<file path="config.mk">
export PLATFORM = sky130hd
export DESIGN_NAME = dark_interval_logger
export DESIGN_NICKNAME = d
export VERILOG_FILES = /design/src/rtl/core/dil_pkg.sv /design/src/rtl/core/dark_interval_logger.sv
export SDC_FILE = /design/constraint.sdc
export NUM_CORES = 1
export LEC_CHECK = 0
export ABC_AREA = 1
export BUFFER_PORTS_ARGS = -buffer_cell sky130_fd_sc_hd__buf_2
export CELL_PAD_IN_SITES_DETAIL_PLACEMENT = 0
export CELL_PAD_IN_SITES_GLOBAL_PLACEMENT = 1
export CORE_UTILIZATION = 35
export DETAILED_ROUTE_END_ITERATION = 8
export GPL_TIMING_DRIVEN = 0
export MAX_ROUTING_LAYER = met4
export PLACE_DENSITY_LB_ADDON = 0.1
export SLEW_MARGIN = 5
export SYNTH_ARGS = -nofsm -noshare
export SYNTH_HDL_FRONTEND = slang
export SYNTH_SLANG_ARGS = --single-unit
</file>
<file path="constraint.sdc">
create_clock -name clk_i -period 4.5 [get_ports clk_i]
set_clock_uncertainty 0.1 [all_clocks]
set_input_delay 0.45 -clock clk_i [delete_from_list [all_inputs] [get_ports clk_i]]
set_output_delay 0.45 -clock clk_i [all_outputs]
set_load 0.01 [all_outputs]
</file>
<file path="src/rtl/core/dil_pkg.sv">
`timescale 1ns / 1ps
// ----------------------------------------------------------------------------
// Dark interval logger package
// Shared constants and field widths for the dark interval logger.
// ----------------------------------------------------------------------------
package dil_pkg;

  localparam int unsigned HISTORY_DEPTH = 8;
  localparam int unsigned SlotW         = (HISTORY_DEPTH > 1) ? $clog2(HISTORY_DEPTH) : 1;

  localparam int unsigned TimeW    = 32;
  localparam int unsigned MinW     = 16;
  localparam int unsigned MinutesW = 17;
  localparam int unsigned CountW   = 4;
  localparam int unsigned TotalW   = 20;
  localparam int unsigned RemW     = 16;
  localparam int unsigned StepW    = 5;
  localparam int unsigned OutW     = 40;

  localparam logic [RemW-1:0]  MS_PER_MINUTE      = 16'd60000;
  localparam logic [MinW-1:0]  MIN_DURATION_RESET = 16'd30;
  localparam logic [StepW-1:0] MIN_DIV_LAST       = 5'(TimeW - 1);
  localparam logic [StepW-1:0] AVG_DIV_LAST       = 5'(TotalW - 1);

endpackage

</file>
<file path="src/rtl/core/dark_interval_logger.sv">
`timescale 1ns / 1ps
// ----------------------------------------------------------------------------
// Dark interval logger
// Times dark intervals from light events and keeps a ring of their lengths.
//
// Each input transaction carries one light event: tuser is 1 for dark and
// 0 for light, tdata is the millisecond timestamp. Every event yields one
// output transaction with the interval flag, whether a record was added,
// the last logged length in minutes, the mean of the held lengths and the
// record count. The minimum logged length is written through cfg_we_i and
// cfg_wdata_i; the user must write it only while the block is idle, as the
// block itself does not enforce this. One event is handled at a time. An
// event that opens an interval or repeats the current level goes straight
// to the output state. Closing an interval runs a bit-serial divide of the
// 32-bit interval by 60000 and a compare state; an unlogged close then goes
// to the output state, and a logged one adds a write state and a bit-serial
// divide of the 20-bit total by the count. The next event is accepted once
// the result is loaded into the output register. Both divides share one
// shift-and-subtract unit. The output register holds a finished result
// while the receiver stalls, and the next event may be accepted meanwhile.
// Reset empties the log, closes any interval and sets the minimum to 30.
// ----------------------------------------------------------------------------
module dark_interval_logger
  import dil_pkg::*;
(
  input  logic             clk_i,
  input  logic             rst_ni,
  input  logic             cfg_we_i,
  input  logic [MinW-1:0]  cfg_wdata_i,
  input  logic             s_axis_tvalid,
  output logic             s_axis_tready,
  // [31:0] now_ms
  input  logic [TimeW-1:0] s_axis_tdata,
  // [0] is_dark
  input  logic             s_axis_tuser,
  output logic             m_axis_tvalid,
  input  logic             m_axis_tready,
  // [0] in_interval, [1] record_added, [18:2] last_minutes,
  // [35:19] average_minutes, [39:36] stored_count
  output logic [OutW-1:0]  m_axis_tdata
);

  typedef enum logic [2:0] {
    ST_IDLE,
    ST_DIV_MIN,
    ST_CHECK,
    ST_LOG,
    ST_DIV_AVG,
    ST_OUT
  } state_e;

  state_e             state_q;
  logic               open_q;
  logic               added_q;
  logic [SlotW-1:0]   slot_q;
  logic [CountW-1:0]  count_q;
  logic [TotalW-1:0]  total_q;
  logic [MinW-1:0]    min_q;
  logic [StepW-1:0]   step_q;
  logic               out_valid_q;

  logic [TimeW-1:0]    start_q;
  logic [TimeW-1:0]    dvd_q;
  logic [RemW-1:0]     rem_q;
  logic [RemW-1:0]     dvs_q;
  logic [MinutesW-1:0] rd_q;
  logic [MinutesW-1:0] last_q;
  logic [MinutesW-1:0] avg_q;
  logic [OutW-1:0]     out_data_q;
  logic [MinutesW-1:0] ring_q [HISTORY_DEPTH];

  logic                accept;
  logic                out_free;
  logic [RemW:0]       trial;
  logic                trial_ge;
  logic [RemW-1:0]     rem_d;
  logic [TimeW-1:0]    dvd_d;
  logic [MinutesW-1:0] minutes;
  logic                log_it;
  logic                full;
  logic [TotalW-1:0]   total_d;
  logic [CountW-1:0]   count_d;
  logic [MinutesW-1:0] last_out;

  assign s_axis_tready = (state_q == ST_IDLE);
  assign accept        = s_axis_tvalid && s_axis_tready;
  assign out_free      = !out_valid_q || m_axis_tready;
  assign m_axis_tvalid = out_valid_q;
  assign m_axis_tdata  = out_data_q;

  // One restoring division step per cycle; the quotient shifts into dvd_q.
  assign trial    = {rem_q, dvd_q[TimeW-1]};
  assign trial_ge = (trial >= {1'b0, dvs_q});
  assign rem_d    = trial_ge ? RemW'(trial - {1'b0, dvs_q}) : trial[RemW-1:0];
  assign dvd_d    = {dvd_q[TimeW-2:0], trial_ge};

  assign minutes = dvd_q[MinutesW-1:0];
  assign log_it  = (minutes >= {1'b0, min_q});
  assign full    = (count_q == CountW'(HISTORY_DEPTH));
  assign count_d = full ? count_q : count_q + 1'b1;
  assign total_d = total_q - (full ? TotalW'(rd_q) : '0) + TotalW'(minutes);
  assign last_out = (count_q != '0) ? last_q : '0;

  always_ff @(posedge clk_i or negedge rst_ni) begin
    if (!rst_ni) begin
      state_q     <= ST_IDLE;
      open_q      <= 1'b0;
      added_q     <= 1'b0;
      slot_q      <= '0;
      count_q     <= '0;
      total_q     <= '0;
      min_q       <= MIN_DURATION_RESET;
      step_q      <= '0;
      out_valid_q <= 1'b0;
    end else begin
      if (cfg_we_i) begin
        min_q <= cfg_wdata_i;
      end
      if (state_q == ST_OUT && out_free) begin
        out_valid_q <= 1'b1;
      end else if (m_axis_tready) begin
        out_valid_q <= 1'b0;
      end
      case (state_q)
        ST_IDLE: begin
          if (accept) begin
            added_q <= 1'b0;
            if (s_axis_tuser && !open_q) begin
              open_q  <= 1'b1;
              state_q <= ST_OUT;
            end else if (!s_axis_tuser && open_q) begin
              open_q  <= 1'b0;
              step_q  <= MIN_DIV_LAST;
              state_q <= ST_DIV_MIN;
            end else begin
              state_q <= ST_OUT;
            end
          end
        end
        ST_DIV_MIN: begin
          if (step_q == '0) begin
            state_q <= ST_CHECK;
          end else begin
            step_q <= step_q - 1'b1;
          end
        end
        ST_CHECK: begin
          state_q <= log_it ? ST_LOG : ST_OUT;
        end
        ST_LOG: begin
          added_q <= 1'b1;
          total_q <= total_d;
          count_q <= count_d;
          slot_q  <= (slot_q == SlotW'(HISTORY_DEPTH - 1)) ? '0 : slot_q + 1'b1;
          step_q  <= AVG_DIV_LAST;
          state_q <= ST_DIV_AVG;
        end
        ST_DIV_AVG: begin
          if (step_q == '0) begin
            state_q <= ST_OUT;
          end else begin
            step_q <= step_q - 1'b1;
          end
        end
        ST_OUT: begin
          if (out_free) begin
            state_q <= ST_IDLE;
          end
        end
        default: begin
          state_q <= ST_IDLE;
        end
      endcase
    end
  end

  always_ff @(posedge clk_i) begin
    case (state_q)
      ST_IDLE: begin
        if (accept) begin
          if (s_axis_tuser && !open_q) begin
            start_q <= s_axis_tdata;
          end
          dvd_q <= s_axis_tdata - start_q;
          rem_q <= '0;
          dvs_q <= MS_PER_MINUTE;
        end
      end
      ST_DIV_MIN, ST_DIV_AVG: begin
        dvd_q <= dvd_d;
        rem_q <= rem_d;
      end
      ST_CHECK: begin
        rd_q <= ring_q[slot_q];
      end
      ST_LOG: begin
        ring_q[slot_q] <= minutes;
        last_q         <= minutes;
        dvd_q          <= {total_d, (TimeW - TotalW)'(0)};
        rem_q          <= '0;
        dvs_q          <= RemW'(count_d);
      end
      ST_OUT: begin
        if (out_free) begin
          out_data_q <= {count_q, (count_q != '0) ? avg_q : '0, last_out, added_q, open_q};
        end
      end
      default: begin
      end
    endcase
    if (state_q == ST_DIV_AVG && step_q == '0) begin
      avg_q <= dvd_d[MinutesW-1:0];
    end
  end

endmodule
</file>
==> results.txt, run 1 <==
initial antenna violation count -> 1
post-synth top area cell -> edfxtp_1
first-pass GRT wire length -> 83.0 mm
IO Pins -> 96
Worst setup EP type -> flop
Slowest-stage cell, CP -> fa_1
nets -> 2344
die width -> 235 um
CP startpoint kind -> flop
synthesized instance count -> 1986
drt total wl -> 53.1 mm
share of the synthesized area in the top cell type -> 49.4%
ANT cells -> 0
H-tree lvl count -> 2
floorplan row count -> 84
DIE AREA -> 55100 um^2
status -> finished, final reports clean
WS Path Type -> flop to flop
ys async rst share -> 14.8%
quantity of I/O buffers inserted on ports -> 95
Non-Filler Instances -> 2908
peak supply drop -> 0.311 mV
share of cells above drive strength 1 -> 10.9%
post-route antenna net violation count -> 0
Seq pwr share -> 35.2%
final period demand of the worst path -> 4.04 ns
Finish-stage setup viols -> 0
Lkg Pwr -> 9.96 nW
per-cell routed wire length -> 18.2 um
total gr overflow -> 0
Post-Syn Area -> 19000 um^2
Starting Density -> 35.7%
drt pass-1 iters -> 5
maximum clock frequency -> 248 MHz
Cells after DPL -> 2782
switching pwr -> 6.73 mW
area grow syn2layout -> 18.6%
CTS buffer count -> 43
PwrDens -> 707 nW/um^2
CTS tree -> yes
main flop type after synthesis -> edfxtp_1
routed via count -> 14000
EDFF count, synth -> 312
post-synthesis register bit count -> 366
post-synthesis average cell area -> 9.54 um^2
Worst Path Required -> 4.72 ns
CP arrival -> 4.26 ns
Slew Viols, Final -> 0
switch share -> 42.4%
Yosys cell types -> 50
Remaining DRCs -> 0
final core utilization -> 42.3%
Hold Slack -> 0.0242 ns
sequential fraction of the synthesis area -> 56.6%
number of max-cap violations -> 0
top area cells in the synthesized netlist -> edfxtp_1 49%, nand2_1 8.8%, inv_1 7.1%
Post-Syn Nets -> 2145
total track usage -> 20.3%
delay of the slowest critical-path stage -> 0.46 ns
Slew headroom -> 38.2%
Power, Total -> 15.9 mW
Detailed Route Iter0 Violations -> 1028
Std-Cell Core Area -> 53100 um^2
Die Height -> 235 um
CP Max Fanout -> 19
vias per cell -> 4.81
clock sinks -> 366
clk slew on worst S/H paths -> 0.06 ns
fin crit share -> 89.8%
part of the power in combinational logic -> 42.3%
vias in the first global route -> 14000
clock tree buffer depth -> 3
Synth warnings -> 0
RePlAce Congestion -> 0.882
RSZ-0062 raised after global routing -> false
largest net degree at the start of global routing -> 39
Tightest Hold Check Type -> input port to flop
Worst-Skew Late Latency -> 0.57 ns
Final HPWL DP -> 39.1 mm
CP cell instances -> inv_1 -> ha_1 -> nand2_1 -> nor2_1 -> clkinv_2 -> nor2_1 -> fa_1 -> inv_1 -> ha_1 -> nand2_1 -> inv_1 -> a21oi_1 -> nand3_1 -> o21ai_0 -> nand2_1 -> inv_1 -> nand2_1
endpoints failing hold -> 0
measured slew at the worst slew-check pin -> 0.927 ns
internal cell power -> 9.15 mW
clk root buf -> clkbuf_16
Clock power frac -> 22.4%
==> final timing paths <==
| check | start | end | slack (ns) | depth (start not counted) |
|---|---|---|---|---|
| min reg2reg | count_q[1]$_DFFE_PN0P_ | m_axis_tdata[37]$_DFFE_PP_ | 0.39 | 0 |
| max in group asynchronous | rst_ni | open_q$_DFFE_PN0P_ | 3.57 | 3 |
| max reg2reg | count_q[0]$_DFFE_PN0P_ | dvd_q[22]$_DFFE_PP_ | 0.46 | 17 |
| min | cfg_wdata_i[8] | min_q[8]$_DFFE_PN0P_ | 0.02 | 3 |
| min in group asynchronous | rst_ni | min_q[0]$_DFFE_PN0P_ | 0.24 | 2 |
| max | count_q[0]$_DFFE_PN0P_ | dvd_q[22]$_DFFE_PP_ | 0.46 | 17 |
==> cell type report <==
cell class | instances | area, um^2
plain buffers | 29 | 149
clock buffers | 60 | 1200
clock inverters | 20 | 228
fillers | 5242 | 30600
inverters | 371 | 1390
multi-input cells | 1219 | 6730
flip-flops and latches | 366 | 10700
well taps | 688 | 861
repair buffers | 155 | 1180
==> cells in the final DEF, fill, tap and decap left out, types with 4 or more instances in the layout <==
| cell | instances |
|---|---|
| buf_8 | 7 |
| inv_1 | 358 |
| dlygate4sd3_1 | 47 |
| nor2_2 | 13 |
| fa_1 | 19 |
| inv_2 | 8 |
| dfstp_2 | 4 |
| clkinv_1 | 8 |
| buf_2 | 103 |
| o22ai_1 | 8 |
| a22oi_1 | 24 |
| o21ai_0 | 86 |
| clkinv_2 | 6 |
| ha_1 | 86 |
| xnor2_1 | 4 |
| a21oi_1 | 83 |
| edfxtp_1 | 312 |
| o21ai_2 | 4 |
| xor2_1 | 13 |
| nand3_1 | 99 |
| nand3b_1 | 10 |
| dfrtp_1 | 50 |
| nand2_1 | 446 |
| nand4_1 | 26 |
| nand2_2 | 12 |
| clkbuf_1 | 24 |
| bufinv_16 | 4 |
| clkbuf_16 | 45 |
| a22o_1 | 13 |
| nor3_1 | 18 |
| a221oi_1 | 18 |
| o21a_1 | 4 |
| nor2_1 | 192 |
| a21oi_2 | 5 |
| o21bai_1 | 11 |
==> stage by stage <==
| stage | area (um^2) | setup TNS (ns) | worst slack (ns) |
|---|---|---|---|
| after floorplan | 19000 | 0 | 1.22 |
| final | 22500 | 0 | 0.460 |
| after global routing | 22500 | 0 | 0.0481 |
| after detailed placement | 20600 | -0.0828 | -0.0583 |
| after CTS | 22500 | 0 | 0.129 |
| after global placement | 20300 | -0.0493 | -0.0493 |
==> sequential cells by signal (all words and copies together) (netlist names), 16 cells and up <==
| name | flops |
|---|---|
| rd_q | 17 |
| dvd_q | 32 |
| avg_q | 17 |
| m_axis_tdata | 40 |
| last_q | 17 |
| total_q | 20 |
| start_q | 32 |
| ring_q | 136 |
| rem_q | 16 |
| min_q | 16 |
==> cells in the mapped netlist, types with 4 or more instances <==
cell and instances:
fa_1 19, dfrtp_1 50, clkinv_1 5, nand2_2 12
xor2_1 13, o21ai_2 4, xnor2_1 4, a22o_1 13
a21oi_2 5, nand3_1 99, nor3_1 19, buf_2 9
ha_1 86, a221oi_1 18, o22ai_1 8, o21a_1 4
a22oi_1 24, clkbuf_1 15, dfstp_2 4, inv_2 7
nand4_1 26, o21bai_1 11, a21oi_1 83, inv_1 359
nand2_1 446, nor2_1 204, edfxtp_1 312, nand3b_1 10
o21ai_0 86
==> what timing repair did <==
action	CTS	global route
buffers inserted	0	0
resized for setup	1	1
hold buffers	47	0
hold endpoints to repair	100	0
setup endpoints to repair	2	3
==> power groups by stage <==
stage / sequential, mW / clock (mW) / combinational [mW]
final: 5.60 / 3.56 / 6.72
after global routing: 5.69 / 3.77 / 7.67
after CTS: 5.62 / 3.64 / 6.78
after detailed placement: 5.68 / 0 / 6.71
after global placement: 5.69 / 0 / 6.59
after floorplan: 5.31 / 0 / 4.59
==> per-layer routing <==
metal,wire (um),part of all wire [%],global-route usage (%),up-vias
met5,0,0,-,-
met4,1010,1.9,4.80,0
met3,2520,4.8,2.73,61
met2,23600,44,31.1,323
met1,26000,49,28.6,6633
li1,-,-,-,6981
==> worst max-delay path: cells and delay by family, from the launching register on <==
family	cells	cell delay (ns)
adders and majority gates	3	0.89
and+or+nand+nor	7	1.16
DFF	1	0.42
AOI/OAI and AO/OA	2	0.59
buffers and inverters	5	0.62
==> cell families (layout without fill, tap and decap cells) <==
logic type | Yosys count | in the layout | share of synthesized area [%]
AND/OR/NAND/NOR | 829 | 829 | 18.2
buffers and inverters | 401 | 635 | 8.15
flip-flops | 366 | 366 | 56.6
AO/OA/AOI/OAI | 267 | 267 | 8.56
adder cells (fa/ha/maj) | 105 | 105 | 7.68
XOR/XNOR | 17 | 17 | 0.785
multiplexers | 1 | 1 | 0.0594
No activity file was read; power rests on OpenSTA's default activity.
==> run 2, diff against run 1 <==
CELL_PAD_IN_SITES_DETAIL_PLACEMENT = not set   (was 0)
CELL_PAD_IN_SITES_GLOBAL_PLACEMENT = not set   (was 1)
CORE_MARGIN = 2   (was not set)
PLACE_DENSITY_LB_ADDON = not set   (was 0.1)
SKIP_LAST_GASP = 1   (was not set)
==> results.txt, run 2 (synthesis results as in run 1) <==
status -> finished, final reports clean
ANT cells -> 0 (unchanged)
max reg flops -> 136 (unchanged)
Hold Slack -> 0.0615 ns (+0.0374 ns)
switch share -> 42.2% (-0.15 points)
Worst Hold Depth -> 2 (-1)
Setup crit end -> dvd_q[30]$_DFFE_PP_
R2R Setup Slk -> 0.36 ns (-0.10 ns)
WS Path Type -> flop to flop
Worst-Skew Late Latency -> 0.58 ns (about the same)
area grow syn2layout -> 18.4%
RePlAce Congestion -> 0.962 (+9.1%)
clk slew on worst S/H paths -> 0.06 ns (about the same)
CTS tree -> yes
per-cell routed wire length -> 17.2 um (-5.9%)
largest net degree at the start of global routing -> 55 (+41%)
maximum clock frequency -> 241 MHz (-2.5%)
Seq pwr share -> 35.5% (+0.3 points)
Worst setup EP type -> flop
switching pwr -> 6.59 mW (-2.0%)
part of the power in combinational logic -> 42.7% (+0.4 points)
Register-to-Register Path Depth -> 20 (+3)
worst slack at placement -> 0.0962 ns (+0.154 ns)
RSZ-0062 raised after global routing -> false
die width -> 237 um (+0.85%)
Design Area, Final -> 22400 um^2 (-0.12%)
Worst R2R End -> dvd_q[30]$_DFFE_PP_
Starting Density -> 35.3% (-0.42 points)
most frequent cells in the layout -> 446 x nand2_1, 358 x inv_1, 312 x edfxtp_1, 193 x nor2_1, 103 x buf_2
Final HPWL DP -> 36.9 mm (-5.5%)
floorplan row count -> 85 (+1.2%)
measured slew at the worst slew-check pin -> 0.813 ns (-0.114 ns)
Slew headroom -> 45.8% (+7.6 points)
Non-Filler Instances -> 2919 (+0.38%)
drt total wl -> 50.1 mm (-5.6%)
IO Pins -> 96 (unchanged)
drt pass-1 iters -> 7 (+2)
CP Max Fanout -> 10 (-9)
routed via count -> 14200 (+1.1%)
nets -> 2349 (+0.21%)
PwrDens -> 696 nW/um^2 (-1.6%)
vias per cell -> 4.85 (+0.76%)
post-route antenna net violation count -> 0 (unchanged)
first-pass GRT wire length -> 78.8 mm (-5.1%)
Power, Total -> 15.6 mW (-1.7%)
final period demand of the worst path -> 4.14 ns (+0.102 ns)
number of max-cap violations -> 0 (unchanged)
vias in the first global route -> 14200 (+0.87%)
fin crit share -> 92.0% (+2.3 points)
Cells after DPL -> 2790 (+0.29%)
Slew Viols, Final -> 0 (unchanged)
total gr overflow -> 0 (unchanged)
Clock power frac -> 21.8% (-0.6 points)
Biggest register -> ring_q
DIE AREA -> 56000 um^2 (+1.7%)
Std-Cell Core Area -> 53700 um^2 (+1.2%)
quantity of I/O buffers inserted on ports -> 95 (unchanged)
final core utilization -> 41.8% (-0.55 points)
total track usage -> 18.7% (-1.6 points)
Tightest Hold Check Type -> input port to flop
CP startpoint kind -> flop
Final WS setup -> 0.358 ns (-0.102 ns)
clock sinks -> 366 (unchanged)
internal cell power -> 9.02 mW (-1.4%)
Reg-to-Reg Start -> count_q[0]$_DFFE_PN0P_
Finish-stage setup viols -> 0 (unchanged)
Lkg Pwr -> 9.93 nW (-0.33%)
Detailed Route Iter0 Violations -> 1013 (-1.5%)
CTS buffer count -> 42 (-2.3%)
endpoints failing hold -> 0 (unchanged)
clock tree buffer depth -> 3 (unchanged)
share of cells above drive strength 1 -> 10.8% (-0.060 points)
initial antenna violation count -> 0 (-1)
CP arrival -> 4.35 ns (+0.09 ns)
Remaining DRCs -> 0 (unchanged)
setup_tns -> 0 ns (unchanged)
Post-DP Area -> 20500 um^2 (-0.13%)
Die Height -> 237 um (+0.85%)
Worst Setup SP -> count_q[0]$_DFFE_PN0P_
peak supply drop -> 0.352 mV (+13%)
clk root buf -> clkbuf_16
H-tree lvl count -> 2 (unchanged)
leading cell type in the layout, fill and taps excluded -> nand2_1
Worst Path Required -> 4.71 ns (about the same)
## run 2: changes by cell type in the layout (fill, tap and decap cells not counted), sizes merged
cell         delta
dlygate4sd3     +3
buf             +2
clkbuf         -12
clkinvlp        +4
clkinv          +7
inv             -1
## run 2: worst max-delay path, cell delays in order, from the launching register on
cell and delay [ns]:
dfrtp_1 0.42, inv_1 0.12, ha_1 0.15, nand2_1 0.09
nor2_1 0.25, clkinvlp_4 0.21, clkbuf_1 0.24, nor2_1 0.29
fa_1 0.47, inv_1 0.07, ha_1 0.28, nand2_1 0.21
inv_1 0.06, a21oi_1 0.20, nand3_1 0.22, nand2_1 0.14
nand3_1 0.07, nand2_1 0.09, nor2_1 0.07, nor2_1 0.09
nand2_1 0.05
## run 2: worst min path at each step
stage	from	endpoint	slack, ns
3_5_place_dp	added_q$_DFFE_PN0P_	m_axis_tdata[1]$_DFFE_PP_	0.34
4_1_cts	cfg_we_i	min_q[0]$_DFFE_PN0P_	0.04
5_1_grt	cfg_we_i	min_q[0]$_DFFE_PN0P_	0.06
2_1_floorplan	rst_ni	added_q$_DFFE_PN0P_	0.05
3_3_place_gp	added_q$_DFFE_PN0P_	m_axis_tdata[1]$_DFFE_PP_	0.34
6_report	cfg_we_i	min_q[0]$_DFFE_PN0P_	0.06
## run 2: final cells by class
type	instances	area, um^2
Buffer	30	153
Clock buffer	47	1090
Clock inverter	30	292
Fill cell	5210	31300
Inverter	371	1400
Multi-Input combinational cell	1219	6730
Sequential cell	366	10700
Tap cell	696	871
Timing Repair Buffer	160	1190
## run 2: layer usage
metal  track usage [%]  routed length, um  up-vias
met2              30.2              23200      347
met4              6.46               1520        0
met1              24.5              22900     6714
li1                  -                  -     7006
met5                 -                  0        -
met3              2.45               2570       91
## run 2: repair_timing
item	in CTS	in global routing
setup endpoints to repair	0	4
hold endpoints to repair	99	0
setup buffers	0	2
resized for setup	0	3
hold buffers	50	0
## run 2: power by group through the flow
stage / Clock (mW) / Sequential [mW] / Combinational [mW]
finish: 3.40 / 5.54 / 6.67
global route: 3.60 / 5.63 / 7.59
CTS: 3.48 / 5.55 / 6.65
detailed placement: 0 / 5.61 / 6.58
global placement: 0 / 5.61 / 6.44
floorplan: 0 / 5.31 / 4.59
==> run 3, diff against run 2 <==
REMOVE_ABC_BUFFERS = 1   (was not set)
clock period = 5.2 ns   (was 4.5 ns; I/O delays follow)
==> results.txt, run 3 (synthesis results as in run 1) <==
status -> finished, final reports clean
Post-DP Area -> 20400 um^2 (-0.50%)
H-tree lvl count -> 2 (unchanged)
Lkg Pwr -> 9.65 nW (-2.8%)
post-route antenna net violation count -> 0 (unchanged)
CP Max Fanout -> 19 (+9)
max reg flops -> 136 (unchanged)
Finish-stage setup viols -> 0 (unchanged)
drt total wl -> 46.5 mm (-7.1%)
clock tree buffer depth -> 3 (unchanged)
drt pass-1 iters -> 5 (-2)
CP arrival -> 4.62 ns (+0.27 ns)
share of cells above drive strength 1 -> 10.5% (-0.35 points)
IO Pins -> 96 (unchanged)
vias per cell -> 4.83 (-0.51%)
per-cell routed wire length -> 16.4 um (-4.6%)
Tightest Hold Check Type -> input port to flop
maximum clock frequency -> 227 MHz (-6.0%)
Std-Cell Core Area -> 53700 um^2 (unchanged)
clk root buf -> clkbuf_16
Worst setup EP type -> flop
Final HPWL DP -> 34.3 mm (-7.1%)
most frequent cells in the layout -> 446 x nand2_1, 358 x inv_1, 312 x edfxtp_1, 192 x nor2_1, 99 x nand3_1
measured slew at the worst slew-check pin -> 1.20 ns (+0.387 ns)
die width -> 237 um (unchanged)
first-pass GRT wire length -> 73.8 mm (-6.3%)
number of max-cap violations -> 0 (unchanged)
RSZ-0062 raised after global routing -> false
DIE AREA -> 56000 um^2 (unchanged)
Hold Slack -> 0.0322 ns (-0.0293 ns)
PwrDens -> 605 nW/um^2 (-13%)
Worst-Skew Late Latency -> 0.58 ns (about the same)
clk slew on worst S/H paths -> 0.06 ns (about the same)
final period demand of the worst path -> 4.41 ns (+0.266 ns)
FILL cells -> 5184 (-0.50%)
quantity of I/O buffers inserted on ports -> 95 (unchanged)
Detailed Route Iter0 Violations -> 934 (-7.8%)
vias in the first global route -> 13600 (-3.8%)
Remaining DRCs -> 0 (unchanged)
ANT cells -> 0 (unchanged)
clock sinks -> 366 (unchanged)
initial antenna violation count -> 0 (unchanged)
Design Area, Final -> 21800 um^2 (-2.9%)
floorplan row count -> 85 (unchanged)
RePlAce Congestion -> 0.921 (-4.3%)
fin crit share -> 84.8% (-7.3 points)
total track usage -> 17.4% (-1.4 points)
peak supply drop -> 0.248 mV (-30%)
area occupied by registers -> 10700 um^2 (unchanged)
Slew headroom -> 19.8% (-26 points)
nets -> 2271 (-3.3%)
Multi-input gate area -> 6740 um^2 (about the same)
routed via count -> 13700 (-3.2%)
area grow syn2layout -> 15.0%
Worst Path Required -> 5.42 ns (+0.71 ns)
CTS tree -> yes
Die Height -> 237 um (unchanged)
setup_tns -> 0 ns (unchanged)
CTS resizes -> 0 (unchanged)
total gr overflow -> 0 (unchanged)
Power, Total -> 13.2 mW (-16%)
CP startpoint kind -> flop
leading cell type in the layout, fill and taps excluded -> nand2_1
CTS buffer count -> 42 (unchanged)
largest net degree at the start of global routing -> 55 (unchanged)
endpoints failing hold -> 0 (unchanged)
Starting Density -> 35.3% (unchanged)
Slew Viols, Final -> 0 (unchanged)
Biggest register -> ring_q
WS Path Type -> flop to flop
## run 3: cell types whose count changed in the layout (fill, tap and decap cells not counted), sizes merged
cell         previous run  this run
clkinvlp                6         2
dlygate4sd3            50         2
clkinv                 24        19
clkbuf                 62        56
buf                   125       110
bufinv                  4         3
## run 3: final timing paths
check	from	end	slack [ns]	depth (start not counted)
worst max-delay path	count_q[0]$_DFFE_PN0P_	dvd_q[28]$_DFFE_PP_	0.79	23
worst min-delay path	m_axis_tready	m_axis_tvalid$_DFFE_PN0P_	0.03	2
worst max register to register	count_q[0]$_DFFE_PN0P_	dvd_q[28]$_DFFE_PP_	0.79	23
worst min register to register	added_q$_DFFE_PN0P_	m_axis_tdata[1]$_DFFE_PP_	0.36	0
max in group asynchronous	rst_ni	total_q[18]$_DFFE_PN0P_	3.98	2
min in group asynchronous	rst_ni	min_q[12]$_DFFE_PN0P_	0.43	2
## run 3: what timing repair did
item | 4_1_cts | 5_1_grt
hold endpoints to repair | 51 | 0
setup buffers | 0 | 0
hold buffers | 2 | 0
endpoints found under the setup margin | 0 | 0
## run 3: area by class of cell
type	instances	area share, %
Sequential cell	366	49.2
Clock buffer	56	5.15
Tap cell	696	3.99
Timing Repair Buffer	112	3.37
Inverter	371	6.39
Clock inverter	20	1.02
Multi-Input combinational cell	1219	30.9
## run 3: per-stage QoR
stage	setup slack [ns]	std cells	utilization (%)
after floorplan	1.68	1956	-
after global placement	-0.500	2747	37.5
after detailed placement	0.843	2762	38.1
after CTS	0.774	2840	40.6
after global routing	0.342	2840	40.6
final	0.791	2840	40.6
## run 3: worst max-delay path: stages, from the launching register on
cell and delay [ns]:
dfrtp_1 0.41, inv_1 0.12, ha_1 0.16, nand2_1 0.10, nor2_1 0.14, clkinv_1 0.52
nor2_1 0.34, ha_1 0.28, inv_1 0.06, ha_1 0.25, inv_1 0.08, fa_1 0.42
inv_1 0.12, nand3_1 0.08, nand3_1 0.13, nand2_1 0.08, nand2_1 0.17, nand2_1 0.14
nand2_1 0.09, nand2_1 0.04, nand3_1 0.10, nand2_1 0.08, inv_1 0.06, nand2_1 0.05
## run 3: power breakdown
group | internal [mW] | switching (mW) | total [mW]
clock network | 1.68 | 1.21 | 2.89
registers | 4.21 | 0.541 | 4.75
logic | 1.79 | 3.75 | 5.55
total | 7.69 | 5.50 | 13.2
## run 3: metal layers
metal	global-route usage [%]	share of wire [%]
met5	-	0
met4	4.62	2.3
met3	2.72	4.5
met2	28.8	48
met1	22.2	46
